--- src/rsa_pkg.sv ---
// Shared types and constants for the register slot allocator.
`timescale 1ns / 1ps

package rsa_pkg;

  localparam int NUM_VREGS    = 17;
  localparam int VREG_W       = 5;
  localparam int FIELD_W      = 5;
  localparam int PHYS_END     = 7;
  localparam int PHYS_W       = 3;
  localparam int LOW_TEMP_END = 5;

  typedef enum logic [2:0] {
    CMD_MAP        = 3'd0,
    CMD_UNMAP      = 3'd1,
    CMD_UNLOCK_ALL = 3'd2,
    CMD_TEMP_ANY   = 3'd3,
    CMD_TEMP_LOW   = 3'd4,
    CMD_RESERVE    = 3'd5,
    CMD_START_BLK  = 3'd6,
    CMD_QUERY      = 3'd7
  } rsa_cmd_t;

  typedef enum logic [1:0] {
    ST_IDLE,
    ST_SCAN,
    ST_EXEC
  } rsa_state_t;

  typedef struct packed {
    logic [2:0]         command;
    logic [VREG_W-1:0]  virtual_reg;
    logic               for_reading;
    logic [FIELD_W-1:0] fixed_slot;
    logic               keep_modified;
  } rsa_in_t;

  typedef struct packed {
    logic [FIELD_W-1:0] slot_index;
    logic               is_physical;
    logic               use_backup;
    logic               found;
    logic               in_use;
    logic [FIELD_W-1:0] initial_slot;
    logic               modified;
    logic [FIELD_W-1:0] max_used;
  } rsa_out_t;

  // Write and clear control for the map memory.
  typedef struct packed {
    logic              wr_en;
    logic [VREG_W-1:0] wr_addr;
    logic              clr;
  } rsa_mem_ctl_t;

endpackage

--- src/rsa_slot_scan.sv ---
// First free memory slot search, split into a registered group stage and a group pick.
`timescale 1ns / 1ps

module rsa_slot_scan #(
  parameter int NUM_SLOTS = 16,
  parameter int SLOT_W    = 5
) (
  input  logic              clk,
  input  logic              load,
  input  logic [NUM_SLOTS:0] occ,
  output logic              hit,
  output logic [SLOT_W-1:0] slot
);
  import rsa_pkg::*;

  localparam int NSL  = NUM_SLOTS + 1;
  localparam int NGRP = (NSL + 7) / 8;

  logic [NGRP*8-1:0] free_pad;
  logic [NGRP-1:0]   any_nxt;
  logic [NGRP-1:0]   any_r;
  logic [2:0]        idx_nxt [NGRP];
  logic [2:0]        idx_r   [NGRP];

  // Physical slots and padding never count as free here.
  always_comb begin
    free_pad = '0;
    for (int i = PHYS_END; i < NSL; i++) begin
      free_pad[i] = !occ[i];
    end
    for (int g = 0; g < NGRP; g++) begin
      any_nxt[g] = 1'b0;
      idx_nxt[g] = '0;
      for (int j = 7; j >= 0; j--) begin
        if (free_pad[g*8 + j]) begin
          any_nxt[g] = 1'b1;
          idx_nxt[g] = 3'(j);
        end
      end
    end
  end

  always_ff @(posedge clk) begin
    if (load) begin
      any_r <= any_nxt;
      for (int g = 0; g < NGRP; g++) begin
        idx_r[g] <= idx_nxt[g];
      end
    end
  end

  always_comb begin
    hit  = 1'b0;
    slot = '0;
    for (int g = NGRP - 1; g >= 0; g--) begin
      if (any_r[g]) begin
        hit  = 1'b1;
        slot = SLOT_W'(g*8 + int'(idx_r[g]));
      end
    end
  end

endmodule

--- config.mk ---
export PLATFORM = sky130hd
export DESIGN_NAME = rsa_slot_scan
export DESIGN_NICKNAME = d
export VERILOG_FILES = /design/src/rsa_pkg.sv /design/src/rsa_slot_scan.sv
export SDC_FILE = /design/constraint.sdc
export NUM_CORES = 1
export LEC_CHECK = 0
export BUFFER_PORTS_ARGS = -buffer_cell sky130_fd_sc_hd__buf_2
export CORE_AREA = 10 10 47 49
export DETAILED_ROUTE_END_ITERATION = 8
export DIE_AREA = 0 0 57 59
export PLACE_DENSITY = 0.51
export SLEW_MARGIN = 20
export SYNTH_ARGS = -nofsm -noshare
export SYNTH_HDL_FRONTEND = slang
export SYNTH_SLANG_ARGS = --single-unit
--- constraint.sdc ---
create_clock -name clk -period 1.1 [get_ports clk]
set_input_delay 0.11 -clock clk [delete_from_list [all_inputs] [get_ports clk]]
set_output_delay 0.11 -clock clk [all_outputs]
set_load 0.005 [all_outputs]
== Word level (Yosys, flattened, before mapping) ==
Memories as Yosys holds them, arrays and structs flattened.
Index checks and enable logic that the tools add are counted.

* Mux-type cells: 20
* Add/sub/neg operators: 2
* Reduce and logical (&&, ||, !) cells: 1

{| class="wikitable"
|+ Operators with widths
! operator !! number
|-
| two-way mux 3 bit || 9
|-
| two-way mux 5 bit || 3
|-
| two-way mux 1 bit || 8
|-
| AND reduction 7 bit || 1
|-
| adder 4 x 3 -> 5 bit, first input constant || 1
|-
| adder 5 x 3 -> 5 bit, first input constant || 1
|}

* Memories: 1
* Logic and storage cells: 26
* Memory bits (writable): 9
* Register bits: 3
* Bits of input ports: 19

{| class="wikitable"
|+ Memories
! name !! words !! width !! read ports !! clocked after memory_dff !! write ports !! line !! RTL
|-
| idx_r || 3 || 3 || 3 || 0 || 3 || rsa_slot_scan.sv:23 || <nowiki>logic [2:0] idx_r [NGRP];</nowiki>
|}

== Logic depth before layout (Yosys ltp) ==
* Depth after elaboration: 8
* Depth in mapped cells: 3
* Depth with buffers taken out: 3

== Least setup slack after synthesis ==
OpenSTA, ideal clock, no wires.

* Path type: register to output
* Start point: reg any_r[1]
* End point: out hit
* Arrival: 0.809 ns
* Slack: 0.181 ns
* Stages on the path, launching flop included: 2
* Data required time: 0.990 ns
* Path buffers: 0
* Cell sequence: edfxtp_1 > or3_1

* Word-level cells in the longest chain between the ends: 2

{| class="wikitable"
|+ RTL lines
! what !! line !! RTL
|-
| start, declared || rsa_slot_scan.sv:21 || <nowiki>logic [NGRP-1:0] any_r;</nowiki>
|-
| start signal, assigned || rsa_slot_scan.sv:45 || <nowiki>any_r <= any_nxt;</nowiki>
|-
| two-way mux 1 bit (2 in a row) || rsa_slot_scan.sv:56 || <nowiki>if (any_r[g]) begin</nowiki>
|-
| end, declared || rsa_slot_scan.sv:11 || <nowiki>output logic hit,</nowiki>
|}

No other way between the ends.

== Final worst setup path ==
* Start point: reg any_r[0]
* End point: out hit

* Word-level cells in the longest chain between the ends: 1

{| class="wikitable"
|+ RTL lines
! what !! line
|-
| two-way mux 1 bit || rsa_slot_scan.sv:56
|}

No other way between the ends.

==> impl_metrics.csv <==
group,metric,value,unit
power,static-leakage-power,0.228,nW
setup_path,critical_path.max_fanout,2,
floorplan,top_level_ports,25,
job,drv_cap,0,
timing,unrepaired_setup_endpoints_after_global_routing,"yes",
power,irDropWorstVdd,0.410,mV
route,avgRoutedWirePerCell,9.75,um
timing,hold_fails_final_rpt,0,
setup_path,critical_path_class,"reg2out",
setup_path,worstPathRequired,990,ps
timing,final_critical_path_setup_slack,-104,ps
timing,slew_violations,0,
clock_network,clock_tree.root_cell,"sky130_fd_sc_hd__clkbuf_4",
power,power.density_cell_area,1190,nW/um^2
min_path,worstHoldStart,"occ[7]",
min_path,timing.hold.worst.class,"in2reg",
synth,mappedNetlistArea,310,um^2
route,drc,0,
synth,synthCells,30,
floorplan,fp.dieH,59,um
cells_and_area,final_cell_count_no_fill,68,
floorplan,dieArea,3360,um^2
setup_path,timing.critical_path.arrival,1090,ps
timing,finalSetupViolCount,5,
route,detailedRoute.firstPassIterationCount,4,
clock_network,cts_num_sinks,6,
synth,synth-xor-area-share,0,%
timing,tns,-392,ps
route,antenna_left,0,
synth,postSynthAreaPerCell,10.3,um^2
floorplan,core.rowCount,14,
cells_and_area,final_net_count,73,
synth,count_of_cell_types_in_the_netlist,13,
cells_and_area,drive_above_1_share,50.0,%
placement,dp_hpwl,562,um
clock_network,postCtsSetupRepairBufs,0,
synth,synth_top_family_by_area,"simple AND/OR/NAND/NOR gates",
floorplan,initial_core_util,22.1,%
clock_network,cts_inserted_buffers,3,
synth,synth_mux_area_share,0,%
min_path,whs_endpoint,"any_r[0]",
run_status,violations_in_the_final_reports,"negative setup slack",
cells_and_area,syn_to_final_growth,54.8,%
route,via_count,285,
clock_network,tritoncts,"done",
cells_and_area,most-common-layout-cells,"sky130_fd_sc_hd__buf_2, sky130_fd_sc_hd__edfxtp_1, sky130_fd_sc_hd__nand2_1",
synth,synth.ff_latch_count,6,
route,drt-initial-drc-count,3,
synth,synth_compound_area_share,16.9,%
placement,portBuffers,17,
global_route,first_global_vias,287,
placement,post-place-cells,65,
clock_network,cts-htree-levels,1,
global_route,largest_net_degree_at_the_start_of_global_routing,7,
synth,yosys-top-cells-area,"sky130_fd_sc_hd__edfxtp_1, sky130_fd_sc_hd__a21o_2, sky130_fd_sc_hd__nand2_1",
global_route,number_of_antenna_violations_at_the_first_check_in_global_routing,0,
timing,period_share,109,%
route,drt_wl_total,663,um
synth,yosys_warnings,0,
clock_network,reg_clk_slew_reported_paths,40,ps
setup_path,critPathLaunchType,"flop",
synth,synth_seq_area_share,58.1,%
global_route,first_pass_grt_wire_length,1.00,mm
floorplan,core,1400,um^2
setup_path,crit_path_end_kind,"primary output",
clock_network,cts_hold_buffers,0,
timing,max-slew-margin-rel,90.4,%
timing,highest_clock_rate,831,MHz
global_route,grt_util_all_layers,3.96,%
clock_network,clock_path_buffers,2,
synth,post_synth_and_or_nand_nor_area_fraction,20.2,%
timing,worstMarginPinSlew,142,ps
cells_and_area,diodes,0,
floorplan,floorplan.die.width,57,um
run_status,run_status,"finished, violations left",
cells_and_area,final_common_cell,"sky130_fd_sc_hd__buf_2",
route,post_drt_via_cell_ratio,4.19,
global_route,global_route.overflow_total,0,
synth,synth_top_area_cell,"sky130_fd_sc_hd__edfxtp_1",
synth,syn_nets,49,
synth,synth_adder_area_share,0,%
placement,gp_congestion,0.664,
synth,synthDominantCellAreaShare,58.1,%
min_path,timing.hold.worst_path_depth,2,
timing,final_critical_path_required_period,1200,ps
==> kinds of logic (layout without fill, tap and decap cells) <==
kind of cell           after synthesis  in the layout
AND/OR/NAND/NOR                     13             13
flip-flops                           6              6
AO/OA/AOI/OAI                        7              7
buffers and inverters                4             26
==> synthesized netlist by cell type, drive strengths merged <==
cell type and number:
nand2 5, nor3b 1, a31oi 1, a21o 3
nor2b 1, a41o 1, edfxtp 6, or3 1
inv 4, o21ai 2, nor2 3, nand3b 1
nor3 1
==> stage by stage <==
stage                     total power, mW  setup slack [ps]  hold WS (ps)  cell area (um^2)  utilization, %
final                               0.573              -104           109               480            34.3
after global placement              0.373               132           349               430            30.7
after global routing                0.597              -156           105               480            34.3
after detailed placement            0.374               132           349               430            30.7
after CTS                           0.571              -106           102               462            32.9
after floorplan                     0.318               181           222               310               -
==> layer usage <==
layer	GRT usage [%]	part of all wire [%]	vias up
li1	-	-	150
met1	3.63	45	116
met2	5.12	43	17
met3	2.15	9.2	2
met4	6.04	2.6	0
met5	0	0	-
==> worst max-delay path, cell delays in order (launching register included) <==
cell                       delay (ps)
sky130_fd_sc_hd__edfxtp_1         370
sky130_fd_sc_hd__or3_1            360
sky130_fd_sc_hd__buf_2            130
==> worst max path at each step <==
stage | startpoint | end | slack, ps | cells past startpoint
global placement | any_r[1] | hit | 130 | 2
global route | any_r[0] | hit | -160 | 2
CTS | any_r[2] | hit | -110 | 2
finish | any_r[0] | hit | -100 | 2
floorplan | any_r[1] | hit | 180 | 1
detailed placement | any_r[1] | slot[4] | 130 | 3
==> report_power, final <==
| group | switching [mW] | internal [mW] | leakage (nW) |
|---|---|---|---|
| Sequential | 0.00546 | 0.272 | 0.0585 |
| Combinational | 0.0441 | 0.0638 | 0.156 |
| Clock | 0.0653 | 0.122 | 0.0138 |
| Total | 0.115 | 0.458 | 0.228 |
==> registers in the layout, summed over array words and instances (netlist names) <==
name   cells
any_r      3
idx_r      3
==> layout make-up <==
cell class              instances  area (um^2)
fillers                       159          921
flip-flops and latches          6          180
well taps                      16         20.0
clock buffers                   3         22.5
inverters                       4         15.0
repair buffers                 19          123
multi-input cells              20          120
==> timing repair <==
action	CTS	global route
gates resized for setup	2	3
cloned	0	0
setup endpoints to repair	6	6
hold endpoints to repair	0	0
pin swaps	2	2
(Power assumes the default switching activity.)
