==> src/rsa_pkg.sv <==
// Shared types and constants for the register slot allocator.
`timescale 1ns / 1ps

package rsa_pkg;

  localparam int NUM_VREGS    = 17;
  localparam int VREG_W       = 5;
  localparam int FIELD_W      = 5;
  localparam int PHYS_END     = 7;
  localparam int PHYS_W       = 3;
  localparam int LOW_TEMP_END = 5;

  typedef enum logic [2:0] {
    CMD_MAP        = 3'd0,
    CMD_UNMAP      = 3'd1,
    CMD_UNLOCK_ALL = 3'd2,
    CMD_TEMP_ANY   = 3'd3,
    CMD_TEMP_LOW   = 3'd4,
    CMD_RESERVE    = 3'd5,
    CMD_START_BLK  = 3'd6,
    CMD_QUERY      = 3'd7
  } rsa_cmd_t;

  typedef enum logic [1:0] {
    ST_IDLE,
    ST_SCAN,
    ST_EXEC
  } rsa_state_t;

  typedef struct packed {
    logic [2:0]         command;
    logic [VREG_W-1:0]  virtual_reg;
    logic               for_reading;
    logic [FIELD_W-1:0] fixed_slot;
    logic               keep_modified;
  } rsa_in_t;

  typedef struct packed {
    logic [FIELD_W-1:0] slot_index;
    logic               is_physical;
    logic               use_backup;
    logic               found;
    logic               in_use;
    logic [FIELD_W-1:0] initial_slot;
    logic               modified;
    logic [FIELD_W-1:0] max_used;
  } rsa_out_t;

  // Write and clear control for the map memory.
  typedef struct packed {
    logic              wr_en;
    logic [VREG_W-1:0] wr_addr;
    logic              clr;
  } rsa_mem_ctl_t;

endpackage

==> src/rsa_map_mem.sv <==
// Map memory: per virtual register the mapped slot and the initial slot.
`timescale 1ns / 1ps

module rsa_map_mem #(
  parameter int SLOT_W = 5
) (
  input  logic                  clk,
  input  logic                  rst_n,
  input  logic                  rd_en,
  input  logic [rsa_pkg::VREG_W-1:0] rd_addr,
  output logic [2*SLOT_W-1:0]   rd_data,
  input  rsa_pkg::rsa_mem_ctl_t ctl,
  input  logic [2*SLOT_W-1:0]   wr_data
);
  import rsa_pkg::*;

  localparam int ENT_W = 2 * SLOT_W;

  logic [ENT_W-1:0]     mem [NUM_VREGS];
  logic [NUM_VREGS-1:0] valid_r;
  logic [ENT_W-1:0]     rd_q_r;
  logic                 rd_valid_r;

  always_ff @(posedge clk) begin
    if (ctl.wr_en) begin
      mem[ctl.wr_addr] <= wr_data;
    end
    if (rd_en) begin
      rd_q_r <= mem[rd_addr];
    end
  end

  // Entries never written since the last clear read as zero.
  always_ff @(posedge clk) begin
    if (!rst_n) begin
      valid_r    <= '0;
      rd_valid_r <= 1'b0;
    end else begin
      if (ctl.clr) begin
        valid_r <= '0;
      end else if (ctl.wr_en) begin
        valid_r[ctl.wr_addr] <= 1'b1;
      end
      if (rd_en) begin
        rd_valid_r <= valid_r[rd_addr];
      end
    end
  end

  assign rd_data = rd_valid_r ? rd_q_r : '0;

endmodule

==> config.mk <==
export PLATFORM = sky130hd
export DESIGN_NAME = rsa_map_mem
export DESIGN_NICKNAME = d
export VERILOG_FILES = /design/src/rsa_pkg.sv /design/src/rsa_map_mem.sv
export SDC_FILE = /design/constraint.sdc
export NUM_CORES = 1
export LEC_CHECK = 0
export BUFFER_PORTS_ARGS = -buffer_cell sky130_fd_sc_hd__buf_2
export CORE_UTILIZATION = 41
export DETAILED_ROUTE_END_ITERATION = 16
export GPL_TIMING_DRIVEN = 1
export PLACE_DENSITY_LB_ADDON = 0.3
export SLEW_MARGIN = 20
export SYNTH_ARGS = -nofsm -noshare
export SYNTH_HDL_FRONTEND = slang
export SYNTH_SLANG_ARGS = --single-unit
==> constraint.sdc <==
create_clock -name clk -period 2 [get_ports clk]
set_clock_uncertainty 0.1 [all_clocks]
set_input_delay 0.2 -clock clk [delete_from_list [all_inputs] [get_ports clk]]
set_output_delay 0.2 -clock clk [all_outputs]
set_load 0.02 [all_outputs]
## After elaboration in Yosys (flattened, before gate mapping)

Memory sizes are Yosys's and may differ from the RTL's. A register that Yosys moved wholly into a read port is not among the register bits.
Cells that the tools add are included.
W data, S select, Z words.

| word-level totals | value |
|---|---|
| register bits after elaboration | 18 |
| bits in writable memories | 170 |
| bits of input ports | 25 |
| word-level logic and storage cells | 17 |
| memories kept | 1 |

Memories:

| memory | depth | bits a word | read ports | clocked after Yosys merged registers in | wr ports | RTL line | text |
|---|---|---|---|---|---|---|---|
| mem | 17 | 10 | 1 | 1 | 1 | rsa_map_mem.sv:19 | `logic [ENT_W-1:0] mem [NUM_VREGS];` |

| cells by class | value |
|---|---|
| $lt $le $gt $ge | 3 |
| muxes and demuxes | 7 |
| bitwise logic cells | 2 |
| reduce and logical (&&, ||, !) cells | 2 |

Operators by type and width:

| cell | count |
|---|---|
| $or A17 B17 Y17 | 1 |
| $lt A5 B6 Y1 const B | 2 |
| $mux W10 | 1 |
| $bmux W1 S5 | 1 |
| $demux W1 S5 | 1 |
| $ge A5 B1 Y1 const B | 1 |
| $mux W1 | 4 |
| $reduce_or A2 Y1 | 1 |
| $logic_and A1 B1 Y1 | 1 |
| $not A1 Y1 | 1 |

## Longest topological paths before layout

| depth | value |
|---|---|
| depth after elaboration | 5 |
| mapped depth | 7 |

## Worst setup path before layout

No wires, ideal clock.

| timing path | value |
|---|---|
| path type | input to register |
| from | input ctl[2] (netlist bit) |
| to | memory mem[16][0] (netlist bit), enable pin |
| library setup time | 387 ps |
| data arrival time | 1451 ps |
| data required time | 1513 ps |
| slack | 62 ps |
| stages | 2 |
| buffers on the path | 0 |
| cell sequence | or3b_2 > nor4b_2 |

RTL lines:

| item | RTL line | text |
|---|---|---|
| start, declared | rsa_map_mem.sv:12 | `input rsa_pkg::rsa_mem_ctl_t ctl,` |
| end, declared | rsa_map_mem.sv:19 |  |

No word-level cell before the write port.

==> impl_results.md <==
* GRT Total Usage at 17.0%
* Seq cells post-synth at 198
* Fraction of the mapped netlist area in compound gates at 4.78%
* Initial antenna violation count at 0
* Crit path max fanout at 1
* YS warnings at 0
* Mapped Avg Cell Area at 20.7 µm²
* Slowest cell on crit path: mux4_1
* Peak Freq at 0.558 GHz
* DIE HEIGHT at 139 µm
* M1 WL at 6840 µm
* Worst reg2reg setup slack at 0.21 ns
* Post-detail-place hpwl at roughly 9800 µm
* Largest net degree at the start of global routing at 25
* Power density over cell area at 945 nW/µm²
* Vias per std cell at 5.53
* Adder-cell area share of the yosys netlist at 0%
* Crit Path Category: flip-flop to flip-flop
* Die width at 139 µm
* H-tree levels at 4
* Clock latency at the later pin of the worst-skew pair at around 0.43 ns
* Crit-path cells: mux4_1 > o22ai_1 > a211oi_1 > a21o_1
* Crit share post-route at about 90%
* Final Hold Vio Count at 0
* Clock-pin slew on the worst setup and hold paths at about 0.070 ns
* Die area at ~19000 µm²
* Seq pwr share at 54.7%
* Sw Ratio at 20.1%
* Syn Std Cell Area at approximately 7700 µm²
* GPL Wtd Cong at 0.753
* CTS root buf: clkbuf_16
* Initial Util at 42.4%
* Slew HR at 53.6%
* GR Overflow Total at 0
* Vias in the first global route at 3843
* Clock power frac at 40.2%
* WP data required at 2.09 ns
* Share of layout cells above drive strength 1 at 29.7%
* Multiplexer share of the synthesized area at 14.7%
* Final #Nets at 463
* TritonRoute pass-1 iters at 11
* Vias at 3757
* Status: finished clean
* Max_cap viols at 0
* Total CTS buffers at 17
* WP buf/inv at 0
* CP top delay family: compound AO/OA/AOI/OAI gates
* Worst-Margin Slew at 0.693 ns
* CTS tree: built
* Crit path DAT at 1.88 ns
* Initial drt markers at 429
* Wirelength per Cell at 22.7 µm
* Largest family of logic cells by synthesized area: multiplexers
* Hold crit path type: input port to flip-flop
* Fin. max-slew vios at 0
* Post-CTS Setup Inserts at 0
* Fin util at 48.9%
* Routed wl met2 at 7800 µm
* Metal3 WL at 592 µm
* Clock Sinks at 198
* IO Port Bufs at 34
* Worst setup EP type: flip-flop
* Cell Area, Placed at 8270 µm²
* Buffer depth of the longest clock path at 2
* Finish-stage setup viols at 0
* Core Area at 18100 µm²
* Xor/xnor share of the synthesized area at 0%
* Top layer in use: met4
* IO Pins at 35
* Comb power frac at between 5 and 6%
* Routed wire length at 15400 µm
* P_leak at 3.00 nW
* P_sw at 1.68 mW
* Worst setup SP type: flip-flop
* First-pass GRT wire length at 23600 µm
* Final instance area at 8870 µm²
* Number of diodes at 0
* Syn_nets at 397
* Area Growth Syn to Fin at 15.4%
* Detail Route Antenna Nets at 0
* Final period demand of the worst path at 1.79 ns
* Mapped Cells at 372
* RSZ-0062 raised after global routing: no
* Residual DRC at 0
* Number of library cell types mapped by synthesis at 32
* Simple-gate share of the synthesized area at 3.30%
* Worst stage delay on the critical path at about 0.52 ns
* Worst vdd ir at 0.635 mV
* Internal Power at 6.70 mW
* Rows at 49
* Seq/Total Area, Yosys at ~75%
-- state kept, by name, summed over array words and instances (netlist names) --
signal / cells
mem: 170
valid_r: 17
rd_q_r: 10
rd_valid_r: 1
-- cell families (layout without fill, tap and decap cells) --
kind of cell    Yosys count  in the layout
mux                      56             56
flops                   198            198
compound gates           51             51
buf+inv                  21            100
simple gates             46             46
-- power by group through the flow --
stage	logic [mW]	clock network (mW)	registers [mW]
after floorplan	0.260	0	4.67
after global routing	0.461	3.57	4.59
after detailed placement	0.430	0	4.68
after global placement	0.421	0	4.68
final	0.426	3.37	4.59
after CTS	0.433	3.42	4.59
-- through the flow --
stage	setup WS (ns)	hold slack [ns]	TNS (ns)	power (mW)	cells
after floorplan	0.0617	0.199	0	4.93	372
after global placement	-0.0849	0.341	-0.190	5.10	647
after detailed placement	-0.0948	0.353	-0.292	5.11	647
after CTS	0.185	0.0566	0	8.44	680
after global routing	0.149	0.0663	0	8.62	680
final	0.207	0.0607	0	8.38	680
-- worst register-to-register path: cells and delay by family, from the launching register on --
| kind | cells | cell delay (ns) |
|---|---|---|
| AOI/OAI and AO/OA | 3 | 0.57 |
| DFF | 1 | 0.37 |
| muxes | 1 | 0.52 |
-- area by class of cell --
cell class,count,area [µm²]
well taps,229,287
repair buffers,68,478
clock buffers,17,425
clock inverters,15,163
fillers,1481,9270
flip-flops and latches,198,5770
multi-input cells,153,1760
-- cells in the final DEF (no fill, tap or decap), drive strengths merged, types with 2 or more instances in the layout --
| cell | netlist | routed |
|---|---|---|
| dfxtp | 18 | 18 |
| nand3b | 3 | 3 |
| nor2 | 19 | 19 |
| edfxtp | 180 | 180 |
| clkbuf | 4 | 17 |
| bufinv | 0 | 3 |
| buf | 17 | 67 |
| nand2 | 3 | 3 |
| and2 | 10 | 10 |
| clkinvlp | 0 | 5 |
| clkinv | 0 | 7 |
| o21a | 17 | 17 |
| o22ai | 10 | 10 |
| nand2b | 2 | 2 |
| a211oi | 10 | 10 |
| mux2i | 13 | 13 |
| or3 | 2 | 2 |
| a21o | 10 | 10 |
| mux4 | 43 | 43 |
-- cell usage after synthesis --
cell      instances  area, µm²
a211oi_1         10       75.1
a21o_1           10       75.1
a21oi_1           1       5.00
a41oi_1           1       8.76
and2_1           10       62.6
and4b_1           1       10.0
buf_1             1       3.75
buf_12            2       40.0
buf_2             6       30.0
buf_4             2       15.0
buf_6             6       67.6
clkbuf_1          4       15.0
dfxtp_1          18        360
edfxtp_1        180       5410
mux2i_1          13        130
mux4_1            9        236
mux4_2           34        766
nand2_1           3       11.3
nand2b_1          2       12.5
nand3_1           1       5.00
nand3b_1          3       22.5
nor2_1           19       71.3
nor2b_1           1       6.26
nor4b_2           1       15.0
o21a_1           17        128
o21ai_0           1       5.00
o22ai_1          10       62.6
o32ai_1           1       8.76
or2_2             1       6.26
or3_1             2       12.5
or3b_2            1       8.76
or4b_1            1       10.0
-- final timing paths --
| kind | cells after the start | from | endpoint |
|---|---|---|---|
| max reg2reg | 4 | mem[2][1] | rd_q_r[1] |
| min reg2reg | 1 | valid_r[15] | valid_r[15] |
| min | 3 | ctl[0] | valid_r[12] |
| max | 4 | mem[2][1] | rd_q_r[1] |
-- per-layer routing --
metal | global-route usage [%] | vias up
li1 | - | 1665
met1 | 22.7 | 1974
met2 | 28.4 | 103
met3 | 2.76 | 15
met4 | 5.96 | 0
met5 | 0 | -
-- what timing repair did --
action                                 4_1_cts  5_1_grt
hold buffers                                 1        0
endpoints found under the hold margin        1        0
gates resized for setup                      0        0
Power figures use the tool's default switching activity.
